--- src/rtl/core/urbf_pkg.sv ---
package urbf_pkg;

    localparam int PULSE_W = 16;
    localparam int SUM_W   = 21;
    localparam int SQ_W    = 37;
    localparam int LIMIT_W = 32;
    localparam int MEAN_W  = 17;
    localparam int STATUS_W = 2;

    localparam int READINGS_PER_BATCH_DEFAULT = 20;

    localparam logic [LIMIT_W-1:0] VARIANCE_LIMIT_RESET = 32'd306;

    // mean distance = sum * MEAN_MUL / (MEAN_DIV * N), hundredths of cm
    localparam int MEAN_MUL = 1715;
    localparam int MEAN_DIV = 1000;

    localparam logic [STATUS_W-1:0] STATUS_ACCEPTED = 2'd0;
    localparam logic [STATUS_W-1:0] STATUS_SPREAD   = 2'd1;
    localparam logic [STATUS_W-1:0] STATUS_TIMEOUT  = 2'd2;

    typedef logic [PULSE_W-1:0]  pulse_t;
    typedef logic [MEAN_W-1:0]   mean_t;
    typedef logic [STATUS_W-1:0] status_t;
    typedef logic [LIMIT_W-1:0]  limit_t;

endpackage

--- src/rtl/core/urbf_ifs.sv ---
interface urbf_reading_if;
    import urbf_pkg::*;

    logic   valid;
    logic   ready;
    pulse_t pulse_us;
    logic   timed_out;

    modport source (output valid, output pulse_us, output timed_out, input ready);
    modport sink   (input valid, input pulse_us, input timed_out, output ready);
endinterface

interface urbf_result_if;
    import urbf_pkg::*;

    logic    valid;
    logic    ready;
    mean_t   mean_distance;
    status_t status;

    modport source (output valid, output mean_distance, output status, input ready);
    modport sink   (input valid, input mean_distance, input status, output ready);
endinterface

interface urbf_cfg_if;
    import urbf_pkg::*;

    logic   valid;
    logic   ready;
    limit_t data;

    modport source (output valid, output data, input ready);
    modport sink   (input valid, input data, output ready);
endinterface

--- src/rtl/core/ultrasonic_range_batch_filter_top.sv ---
// channel   dir   payload                          request
// reading   in    pulse_us[15:0], timed_out        one echo reading
// result    out   mean_distance[16:0], status[1:0] one per batch of N readings
// cfg       in    data[31:0]                       variance_limit write
//
// Takes one reading per cycle while reading.ready is high; accumulation is a combinational
// multiply-add. A batch result passes from its last accepted reading through a pipeline
// (square/scale, spread compare, remainder, mean fix-up) to the result register.
// Reset clears the batch state and sets variance_limit to 306.
// Stages hold under a stalled result and bubbles collapse, so readings keep
// flowing while a result waits, until the pipeline is full.
module ultrasonic_range_batch_filter_top #(
    parameter int READINGS_PER_BATCH = urbf_pkg::READINGS_PER_BATCH_DEFAULT
) (
    input  logic          clk,
    input  logic          rst_n,
    urbf_reading_if.sink  reading,
    urbf_result_if.source result,
    urbf_cfg_if.sink      cfg
);
    import urbf_pkg::*;

    localparam int CNT_W   = $clog2(READINGS_PER_BATCH + 1);
    localparam int NSQ_W   = SQ_W + CNT_W;
    localparam int SQR_W   = 2 * SUM_W;
    localparam int BND_W   = LIMIT_W + 2 * CNT_W;
    localparam int TMP_W   = (NSQ_W > SQR_W) ? NSQ_W : SQR_W;
    localparam int CMP_W   = (TMP_W > BND_W) ? TMP_W : BND_W;
    localparam int NN      = READINGS_PER_BATCH * READINGS_PER_BATCH;
    localparam int DIVISOR = MEAN_DIV * READINGS_PER_BATCH;
    localparam longint unsigned RECIP = (longint'(MEAN_MUL) << SUM_W) / DIVISOR;
    localparam int RECIP_W = $clog2(RECIP + 1);
    localparam int PROD_W  = SUM_W + RECIP_W;
    localparam int X_W     = SUM_W + $clog2(MEAN_MUL + 1);
    localparam int D_W     = $clog2(DIVISOR + 1);
    localparam int REM_W   = D_W + 1;

    logic [CNT_W-1:0] count_reg;
    logic [SUM_W-1:0] sum_reg;
    logic [SQ_W-1:0]  sqsum_reg;
    logic             inv_reg;
    logic [CMP_W-1:0] bound_reg;

    logic             s1_valid_reg, s2_valid_reg, s3_valid_reg, s4_valid_reg, out_valid_reg;
    logic             en1, en2, en3, en4, en_out;

    logic [SUM_W-1:0] s1_sum_reg;
    logic [SQ_W-1:0]  s1_sq_reg;
    logic             s1_inv_reg;

    logic [CMP_W-1:0]  s2_nsq_reg, s2_sqr_reg;
    logic [PROD_W-1:0] s2_prod_reg;
    logic [X_W-1:0]    s2_x_reg;
    logic              s2_inv_reg;

    logic [RECIP_W-1:0] s3_est_reg;
    logic [X_W-1:0]     s3_x_reg;
    status_t            s3_status_reg;

    logic [RECIP_W-1:0] s4_est_reg;
    logic [REM_W-1:0]   s4_rem_reg;
    status_t            s4_status_reg;

    mean_t              out_mean_reg;
    status_t            out_status_reg;

    logic             accept, last;
    logic [SUM_W-1:0] add_w;
    logic [SQ_W-1:0]  add_sq;
    logic [SUM_W-1:0] sum_next;
    logic [SQ_W-1:0]  sqsum_next;
    logic             inv_next;
    logic [CNT_W-1:0] count_next;
    logic [CMP_W-1:0] spread;
    status_t          status_next;
    logic [X_W-1:0]   rem_full;
    logic [RECIP_W:0] mean_full;
    mean_t            mean_next;

    assign en_out = !out_valid_reg || result.ready;
    assign en4    = !s4_valid_reg || en_out;
    assign en3    = !s3_valid_reg || en4;
    assign en2    = !s2_valid_reg || en3;
    assign en1    = !s1_valid_reg || en2;

    assign reading.ready = en1;
    assign cfg.ready     = 1'b1;
    assign accept        = reading.valid && en1;

    assign add_w      = reading.timed_out ? '0 : SUM_W'(reading.pulse_us);
    assign add_sq     = reading.timed_out ? '0 :
                        SQ_W'(reading.pulse_us) * SQ_W'(reading.pulse_us);
    assign sum_next   = sum_reg + add_w;
    assign sqsum_next = sqsum_reg + add_sq;
    assign inv_next   = inv_reg || reading.timed_out;
    assign count_next = count_reg + 1'b1;
    assign last       = (count_next == CNT_W'(READINGS_PER_BATCH));

    always_ff @(posedge clk or negedge rst_n)
    begin
        if (!rst_n)
        begin
            count_reg <= '0;
            sum_reg   <= '0;
            sqsum_reg <= '0;
            inv_reg   <= 1'b0;
        end
        else if (accept)
        begin
            if (last)
            begin
                count_reg <= '0;
                sum_reg   <= '0;
                sqsum_reg <= '0;
                inv_reg   <= 1'b0;
            end
            else
            begin
                count_reg <= count_next;
                sum_reg   <= sum_next;
                sqsum_reg <= sqsum_next;
                inv_reg   <= inv_next;
            end
        end
    end

    // limit is kept pre-scaled by N^2
    always_ff @(posedge clk or negedge rst_n)
    begin
        if (!rst_n)
            bound_reg <= CMP_W'(VARIANCE_LIMIT_RESET) * CMP_W'(NN);
        else if (cfg.valid)
            bound_reg <= CMP_W'(cfg.data) * CMP_W'(NN);
    end

    always_ff @(posedge clk or negedge rst_n)
    begin
        if (!rst_n)
        begin
            s1_valid_reg  <= 1'b0;
            s2_valid_reg  <= 1'b0;
            s3_valid_reg  <= 1'b0;
            s4_valid_reg  <= 1'b0;
            out_valid_reg <= 1'b0;
        end
        else
        begin
            if (en1)
                s1_valid_reg <= accept && last;
            if (en2)
                s2_valid_reg <= s1_valid_reg;
            if (en3)
                s3_valid_reg <= s2_valid_reg;
            if (en4)
                s4_valid_reg <= s3_valid_reg;
            if (en_out)
                out_valid_reg <= s4_valid_reg;
        end
    end

    assign spread = (s2_nsq_reg >= s2_sqr_reg) ? (s2_nsq_reg - s2_sqr_reg) : '0;

    always_comb
    begin
        if (s2_inv_reg)
            status_next = STATUS_TIMEOUT;
        else if (spread < bound_reg)
            status_next = STATUS_ACCEPTED;
        else
            status_next = STATUS_SPREAD;
    end

    // estimate is exact or one low; remainder below 2*DIVISOR
    assign rem_full  = s3_x_reg - X_W'(s3_est_reg) * X_W'(DIVISOR);
    assign mean_full = (s4_rem_reg >= REM_W'(DIVISOR)) ?
                       ((RECIP_W+1)'(s4_est_reg) + 1'b1) : (RECIP_W+1)'(s4_est_reg);
    assign mean_next = (s4_status_reg == STATUS_TIMEOUT) ? '0 : mean_full[MEAN_W-1:0];

    always_ff @(posedge clk)
    begin
        if (en1 && accept && last)
        begin
            s1_sum_reg <= sum_next;
            s1_sq_reg  <= sqsum_next;
            s1_inv_reg <= inv_next;
        end
        if (en2)
        begin
            s2_nsq_reg  <= CMP_W'(s1_sq_reg) * CMP_W'(READINGS_PER_BATCH);
            s2_sqr_reg  <= CMP_W'(s1_sum_reg) * CMP_W'(s1_sum_reg);
            s2_prod_reg <= PROD_W'(s1_sum_reg) * PROD_W'(RECIP);
            s2_x_reg    <= X_W'(s1_sum_reg) * X_W'(MEAN_MUL);
            s2_inv_reg  <= s1_inv_reg;
        end
        if (en3)
        begin
            s3_est_reg    <= s2_prod_reg[SUM_W +: RECIP_W];
            s3_x_reg      <= s2_x_reg;
            s3_status_reg <= status_next;
        end
        if (en4)
        begin
            s4_est_reg    <= s3_est_reg;
            s4_rem_reg    <= rem_full[REM_W-1:0];
            s4_status_reg <= s3_status_reg;
        end
        if (en_out)
        begin
            out_mean_reg   <= mean_next;
            out_status_reg <= s4_status_reg;
        end
    end

    assign result.valid         = out_valid_reg;
    assign result.mean_distance = out_mean_reg;
    assign result.status        = out_status_reg;

    a_count_range: assert property (@(posedge clk) disable iff (!rst_n)
        count_reg < CNT_W'(READINGS_PER_BATCH))
        else $error("batch count out of range");

    a_batch_end: assert property (@(posedge clk) disable iff (!rst_n)
        (accept && count_reg == CNT_W'(READINGS_PER_BATCH - 1)) |=> s1_valid_reg)
        else $error("batch end not captured");

    a_timeout_mean: assert property (@(posedge clk) disable iff (!rst_n)
        (result.valid && result.status == STATUS_TIMEOUT) |-> result.mean_distance == '0)
        else $error("timeout batch carries a mean");

    a_status_code: assert property (@(posedge clk) disable iff (!rst_n)
        result.valid |-> (result.status == STATUS_ACCEPTED || result.status == STATUS_SPREAD
                          || result.status == STATUS_TIMEOUT))
        else $error("bad status code");

    a_rem_bound: assert property (@(posedge clk) disable iff (!rst_n)
        s4_valid_reg |-> s4_rem_reg < REM_W'(2 * DIVISOR))
        else $error("mean remainder out of range");

endmodule
--- src/flat_wrapper.sv ---
// flat-port wrapper written by rule: the top's interface ports become plain ports
module ultrasonic_range_batch_filter_top_flat import urbf_pkg::*;
#(
    parameter int READINGS_PER_BATCH = urbf_pkg::READINGS_PER_BATCH_DEFAULT
)
  (clk, rst_n, reading_valid, reading_pulse_us, reading_timed_out, reading_ready, result_valid, result_mean_distance, result_status, result_ready, cfg_valid, cfg_data, cfg_ready);
  urbf_reading_if reading_i ();
  urbf_result_if result_i ();
  urbf_cfg_if cfg_i ();
  input  logic clk;
  input  logic rst_n;
  input wire logic [$bits(reading_i.valid)-1:0] reading_valid;
  input wire logic [$bits(reading_i.pulse_us)-1:0] reading_pulse_us;
  input wire logic [$bits(reading_i.timed_out)-1:0] reading_timed_out;
  output wire logic [$bits(reading_i.ready)-1:0] reading_ready;
  output wire logic [$bits(result_i.valid)-1:0] result_valid;
  output wire logic [$bits(result_i.mean_distance)-1:0] result_mean_distance;
  output wire logic [$bits(result_i.status)-1:0] result_status;
  input wire logic [$bits(result_i.ready)-1:0] result_ready;
  input wire logic [$bits(cfg_i.valid)-1:0] cfg_valid;
  input wire logic [$bits(cfg_i.data)-1:0] cfg_data;
  output wire logic [$bits(cfg_i.ready)-1:0] cfg_ready;
  assign reading_i.valid = reading_valid;
  assign reading_i.pulse_us = reading_pulse_us;
  assign reading_i.timed_out = reading_timed_out;
  assign reading_ready = reading_i.ready;
  assign result_valid = result_i.valid;
  assign result_mean_distance = result_i.mean_distance;
  assign result_status = result_i.status;
  assign result_i.ready = result_ready;
  assign cfg_i.valid = cfg_valid;
  assign cfg_i.data = cfg_data;
  assign cfg_ready = cfg_i.ready;
  ultrasonic_range_batch_filter_top #(.READINGS_PER_BATCH(READINGS_PER_BATCH)) u_core (.clk(clk), .rst_n(rst_n), .reading(reading_i), .result(result_i), .cfg(cfg_i));
endmodule
--- config.mk ---
export PLATFORM = sky130hd
export DESIGN_NAME = ultrasonic_range_batch_filter_top_flat
export DESIGN_NICKNAME = d
export VERILOG_FILES = /design/src/rtl/core/urbf_pkg.sv /design/src/rtl/core/urbf_ifs.sv /design/src/rtl/core/ultrasonic_range_batch_filter_top.sv /design/src/flat_wrapper.sv
export SDC_FILE = /design/constraint.sdc
export NUM_CORES = 2
export LEC_CHECK = 0
export BUFFER_PORTS_ARGS = -buffer_cell sky130_fd_sc_hd__buf_2
export CELL_PAD_IN_SITES_DETAIL_PLACEMENT = 2
export CELL_PAD_IN_SITES_GLOBAL_PLACEMENT = 2
export CORE_MARGIN = 2
export CORE_UTILIZATION = 40
export CTS_CLUSTER_DIAMETER = 80
export DETAILED_ROUTE_END_ITERATION = 12
export PLACE_DENSITY = 0.76
export SYNTH_ARGS = -nofsm -noshare
export SYNTH_HDL_FRONTEND = slang
export SYNTH_SLANG_ARGS = --single-unit
--- constraint.sdc ---
create_clock -name clk -period 8.2 [get_ports clk]
set_clock_uncertainty 0.2 [all_clocks]
set_input_delay 0.82 -clock clk [delete_from_list [all_inputs] [get_ports clk]]
set_output_delay 0.82 -clock clk [all_outputs]
set_load 0.03 [all_outputs]
Word level (Yosys, flattened, before mapping)

Cells that the tools add are included.

Flip-flop bits (word level): 392
Bits of input ports: 54

Add/sub/neg operators: 6
Multipliers: 7
$lt $le $gt $ge: 3
Equal/unequal tests: 2
Multiplexer cells: 9
Reductions and logical operators: 15

Operators with widths:

| kind                                                                    | number |
|---|---|
| 42-bit >= comparator                                                    | 1 |
| 42-bit by 41-bit less-than comparator with 1-bit output                 | 1 |
| 21-bit by 21-bit multiplier with 42-bit output                          | 1 |
| 42-bit 2-to-1 mux                                                       | 1 |
| 42-bit subtractor                                                       | 1 |
| 37-bit by 3-bit multiplier with 40-bit output, second input constant    | 1 |
| 21-bit by 17-bit multiplier with 38-bit output, second input constant   | 1 |
| 37-bit adder                                                            | 1 |
| 32-bit by 5-bit multiplier with 37-bit output, second input constant    | 1 |
| 37-bit 2-to-1 mux                                                       | 1 |
| 16-bit by 16-bit multiplier with 32-bit output                          | 1 |
| 32-bit 2-to-1 mux                                                       | 1 |
| 21-bit adder                                                            | 1 |
| 21-bit by 11-bit multiplier with 16-bit output, second input constant   | 1 |
| 21-bit 2-to-1 mux                                                       | 1 |
| 18-bit by 10-bit multiplier with 11-bit output, second input constant   | 1 |
| 17-bit by 1-bit adder with 17-bit output, second input constant         | 1 |
| 17-bit 2-to-1 mux                                                       | 1 |
| 16-bit by 15-bit >= comparator with 1-bit output, second input constant | 1 |
| 16-bit 2-to-1 mux                                                       | 1 |
| 16-bit subtractor                                                       | 1 |
| 1-bit logical OR                                                        | 6 |
| 5-bit by 1-bit adder with 5-bit output, second input constant           | 1 |
| 5-bit equality test, second input constant                              | 1 |
| 5 further kinds                                                         | 13 |

Longest topological paths before layout

Depth in word-level cells: 9
Mapped depth: 37

Worst setup path before layout

No wires, ideal clock.

Kind: input port to flip-flop
Start point: input reading_pulse_us[1]
End point: register u_core.sqsum_reg[33]
Library setup time: 126 ps
Arrival time: 8470 ps
Setup slack: -597 ps
Stages on the path: 36
Cells stage by stage: clkbuf_1 > clkbuf_1 > nand2_1 > fa_1 > inv_1 > ha_1 > a21o_1 > fa_1 > inv_1 > fa_1 > inv_1 > fa_1 > inv_1 > fa_1 > inv_1 > ha_1 > a21o_1 > a21oi_1 > nor2b_1 > a2111oi_0 > o22ai_1 > or4_1 > and2_1 > xnor2_1 > nor2_1 > ha_1 > a21o_1 > a21o_1 > a21oi_1 > nand2_1 > o2bb2ai_2 > nand4_1 > o221ai_1 > o21a_1 > o211a_1 > a311o_1

Word-level cells in the longest chain between the ends: 4

Ends and longest elaborated chain:

| element                                        | RTL line                                 | text |
|---|---|---|
| start, declared                                | flat_wrapper.sv:13                       | `input wire logic [$bits(reading_i.pulse_us)-1:0] reading_pulse_us;` |
| 16-bit by 16-bit multiplier with 32-bit output | ultrasonic_range_batch_filter_top.sv:92  | `SQ_W'(reading.pulse_us) * SQ_W'(reading.pulse_us);` |
| 32-bit 2-to-1 mux                              | ultrasonic_range_batch_filter_top.sv:91  | `assign add_sq = reading.timed_out ? '0 :` |
| 37-bit adder                                   | ultrasonic_range_batch_filter_top.sv:94  | `assign sqsum_next = sqsum_reg + add_sq;` |
| 37-bit 2-to-1 mux                              | ultrasonic_range_batch_filter_top.sv:110 | `if (last)` |
| end signal, assigned                           | ultrasonic_range_batch_filter_top.sv:121 | `sqsum_reg <= sqsum_next;` |
| end, declared                                  | ultrasonic_range_batch_filter_top.sv:40  | `logic [SQ_W-1:0] sqsum_reg;` |

Every way passes these cells.
A chain may end at the register's enable or synchronous reset.

Worst setup path after layout

Start point: input reading_pulse_us[3]
End point: register u_core.s1_sq_reg[33] (data pin)

Word-level cells in the longest chain between the ends: 3

Ends and longest elaborated chain:

| element                                        | RTL line                                 | text |
|---|---|---|
| 16-bit by 16-bit multiplier with 32-bit output | ultrasonic_range_batch_filter_top.sv:92  |  |
| 32-bit 2-to-1 mux                              | ultrasonic_range_batch_filter_top.sv:91  |  |
| 37-bit adder                                   | ultrasonic_range_batch_filter_top.sv:94  |  |
| named net u_core.sqsum_next[33]                | ultrasonic_range_batch_filter_top.sv:71  | `logic [SQ_W-1:0] sqsum_next;` |
| end signal, assigned                           | ultrasonic_range_batch_filter_top.sv:184 | `s1_sq_reg <= sqsum_next;` |
| end, declared                                  | ultrasonic_range_batch_filter_top.sv:48  | `logic [SQ_W-1:0] s1_sq_reg;` |

The timed path passes the listed nets, and every way through them passes these cells.

==> results.json <==
{
  "worstPathMaxFanout": 6,
  "finalHoldViolCount": 0,
  "clkSinkCount": 354,
  "status": "finished, final reports clean",
  "postSynthCellCount": 5233,
  "grt_start_max_net_pins": 78,
  "rr_worst_depth": 25,
  "synth_edf_count": 248,
  "worst_slack_ps": 138,
  "drive_gt1_share_pct": 11.6,
  "hold_class": "input port to async pin",
  "synth-seq-cells": 354,
  "clkTransAtPathRegs_ps": 60,
  "fp.coreArea_um2": 128000,
  "routed_wl_um": 171000,
  "die_x_um": 364,
  "cts_buffer_depth": 3,
  "grt_usage_pct": 26.1,
  "via_per_inst": 5.30,
  "cp.required_ps": 8340,
  "synthToLayoutAreaGrowth_pct": 13.6,
  "synthArstFlopShare_pct": 29.9,
  "worstMarginPinSlew_ps": 1040,
  "crit_slowest_cell": "fa_2",
  "drv_cap": 0,
  "clk_latency_ps": 610,
  "synthFlopType": "edfxtp_1",
  "grt_pass1_vias": 46379,
  "multi_input_comb_area_um2": 37200,
  "dr.pass1.iters": 5,
  "timing.final.crit_share_pct": 98.3,
  "cts_tree": "yes",
  "layout_common_cells": "inv_1, ha_1, fa_1, buf_4, nand2_1",
  "maxSlewHeadroom_pct": 30.6,
  "gp_congestion": 0.868,
  "nFillCells": 13533,
  "ys_types": 89,
  "critPathArrivalTime_ps": 8200,
  "final-seq-area_um2": 10100,
  "dp_hpwl_um": 142000,
  "fin_nets": 7143,
  "path_class": "input port to flip-flop",
  "cts_htree_levels": 2,
  "antennaDiodeCount": 0,
  "die_height_um": 364,
  "rsz0062_at_grt": "yes",
  "io_buffers": 74,
  "ys.warnings.count": 0,
  "grt_overflow": 0,
  "drc": 0,
  "drt.antenna.violating_nets": 0,
  "pre_cts_ws_ps": -856,
  "antenna_found_initial": 7,
  "synth_nets": 6776,
  "wl_per_cell_um": 23.4,
  "rows": 131,
  "grt_pass1_wl_um": 266000,
  "die-area_um2": 132000,
  "via_count": 38696,
  "final_common_cell": "inv_1",
  "cp_slowest_stage_delay_ps": 580,
  "timing.fmax_mhz": 124,
  "cts_root_buf": "clkbuf_16",
  "ios": 76,
  "syn_area_um2": 51700,
  "slew_violations": 0,
  "cpMostUsedCell": "inv_1",
  "endpoint_kind": "flip-flop",
  "ys_seq_area_share_pct": 19.6,
  "final-setup-viol-count": 0,
  "numCtsBuffers": 45,
  "cp-start-kind": "input port",
  "period_needed_ps": 8060,
  "start_util_pct": 40.4,
  "drt_iter0_drc": 1679,
  "syn_avg_cell_area_um2": 9.88
}
## final timing paths
| path | from | end | slack, ps |
|---|---|---|---|
| setup / recovery | reading_pulse_us[3] | u_core.s1_sq_reg[33] | 140 |
| hold / removal | rst_n | u_core.bound_reg[38] | 110 |
| setup reg to reg | u_core.s1_sum_reg[10] | u_core.s2_sqr_reg[38] | 160 |
| hold reg to reg | u_core.s2_prod_reg[22] | u_core.s3_est_reg[1] | 220 |
| max in group asynchronous | rst_n | u_core.sqsum_reg[14] | 6320 |
| min in group clk | u_core.s2_prod_reg[22] | u_core.s3_est_reg[1] | 220 |
## cell usage after synthesis, drive strengths merged (11+ instances only)
cell / instances / area share, %
a211oi: 19 / 0.28
a21boi: 12 / 0.17
a21o: 116 / 1.7
a21oi: 230 / 2.2
a22o: 35 / 0.59
a31oi: 27 / 0.36
and2: 130 / 1.6
and3: 18 / 0.22
buf: 11 / 0.097
clkbuf: 81 / 0.59
dfrtp: 98 / 4.7
edfxtp: 248 / 14
fa: 724 / 28
ha: 765 / 19
inv: 1196 / 8.7
mux2i: 14 / 0.27
nand2: 296 / 2.1
nand2b: 42 / 0.51
nand3: 66 / 0.64
nand4: 32 / 0.39
nor2: 259 / 1.9
nor2b: 50 / 0.60
nor3: 45 / 0.44
o211ai: 15 / 0.23
o21a: 37 / 0.54
o21ai: 149 / 1.4
o21bai: 36 / 0.52
o31ai: 14 / 0.23
or2: 24 / 0.29
or3: 14 / 0.17
xnor2: 189 / 3.2
xor2: 93 / 1.6
## cells by family (layout without fill, tap and decap cells)
family	count (synthesis)	after routing	share of synthesized area, %
AOI/OAI and AO/OA	783	783	9.93
xor gates and xnor gates	282	282	4.78
adders and majority gates	1489	1489	46.5
buffers and inverters	1291	1695	9.39
DFF	354	354	19.6
muxes	16	16	0.315
other	1	1	0.00725
and+or+nand+nor	1017	1017	9.50
## worst max-delay path, delay by kind of cell
family / cells / cell delay, ps
adders and majority gates: 8 / 3360
AOI/OAI and AO/OA: 7 / 1160
buffers and inverters: 13 / 1320
xor gates and xnor gates: 2 / 210
and+or+nand+nor: 9 / 1310
## per-layer routing
metal / up-vias / part of all wire, % / track usage (%)
met5: - / 0.0082 / 0
met1: 20158 / 41 / 31.6
met4: 2 / 3.2 / 7.87
met2: 669 / 52 / 48.3
met3: 290 / 3.2 / 2.72
li1: 17577 / - / -
## metrics by stage
stage	hold WS (ps)	util [%]	std cells	TNS, ps	area [um2]
floorplan	200	-	5233	-189	51900
finish	114	46.0	7299	0	58800
CTS	113	45.6	7286	0	58300
detailed placement	208	44.0	7177	-17810	56200
global route	150	46.0	7299	-564	58800
global placement	203	44.0	7177	-9080	56200
## timing repair
item | CTS | global route
buffers inserted | 25 | 13
hold endpoints to repair | 0 | 0
endpoints found under the setup margin | 22 | 37
hold buffers | 0 | 0
pin swaps | 21 | 60
resized for setup | 33 | 100
## final cells by class
class	count	share of cell area (%)
repair buffers	412	5.27
clock inverters	26	0.765
flip-flops and latches	354	17.2
inverters	1199	7.66
clock buffers	58	2.20
well taps	1662	3.54
multi-input cells	3588	63.4
Power is not shown: default switching activity piles up to over one toggle a cycle in this logic, so the estimate is an artifact.
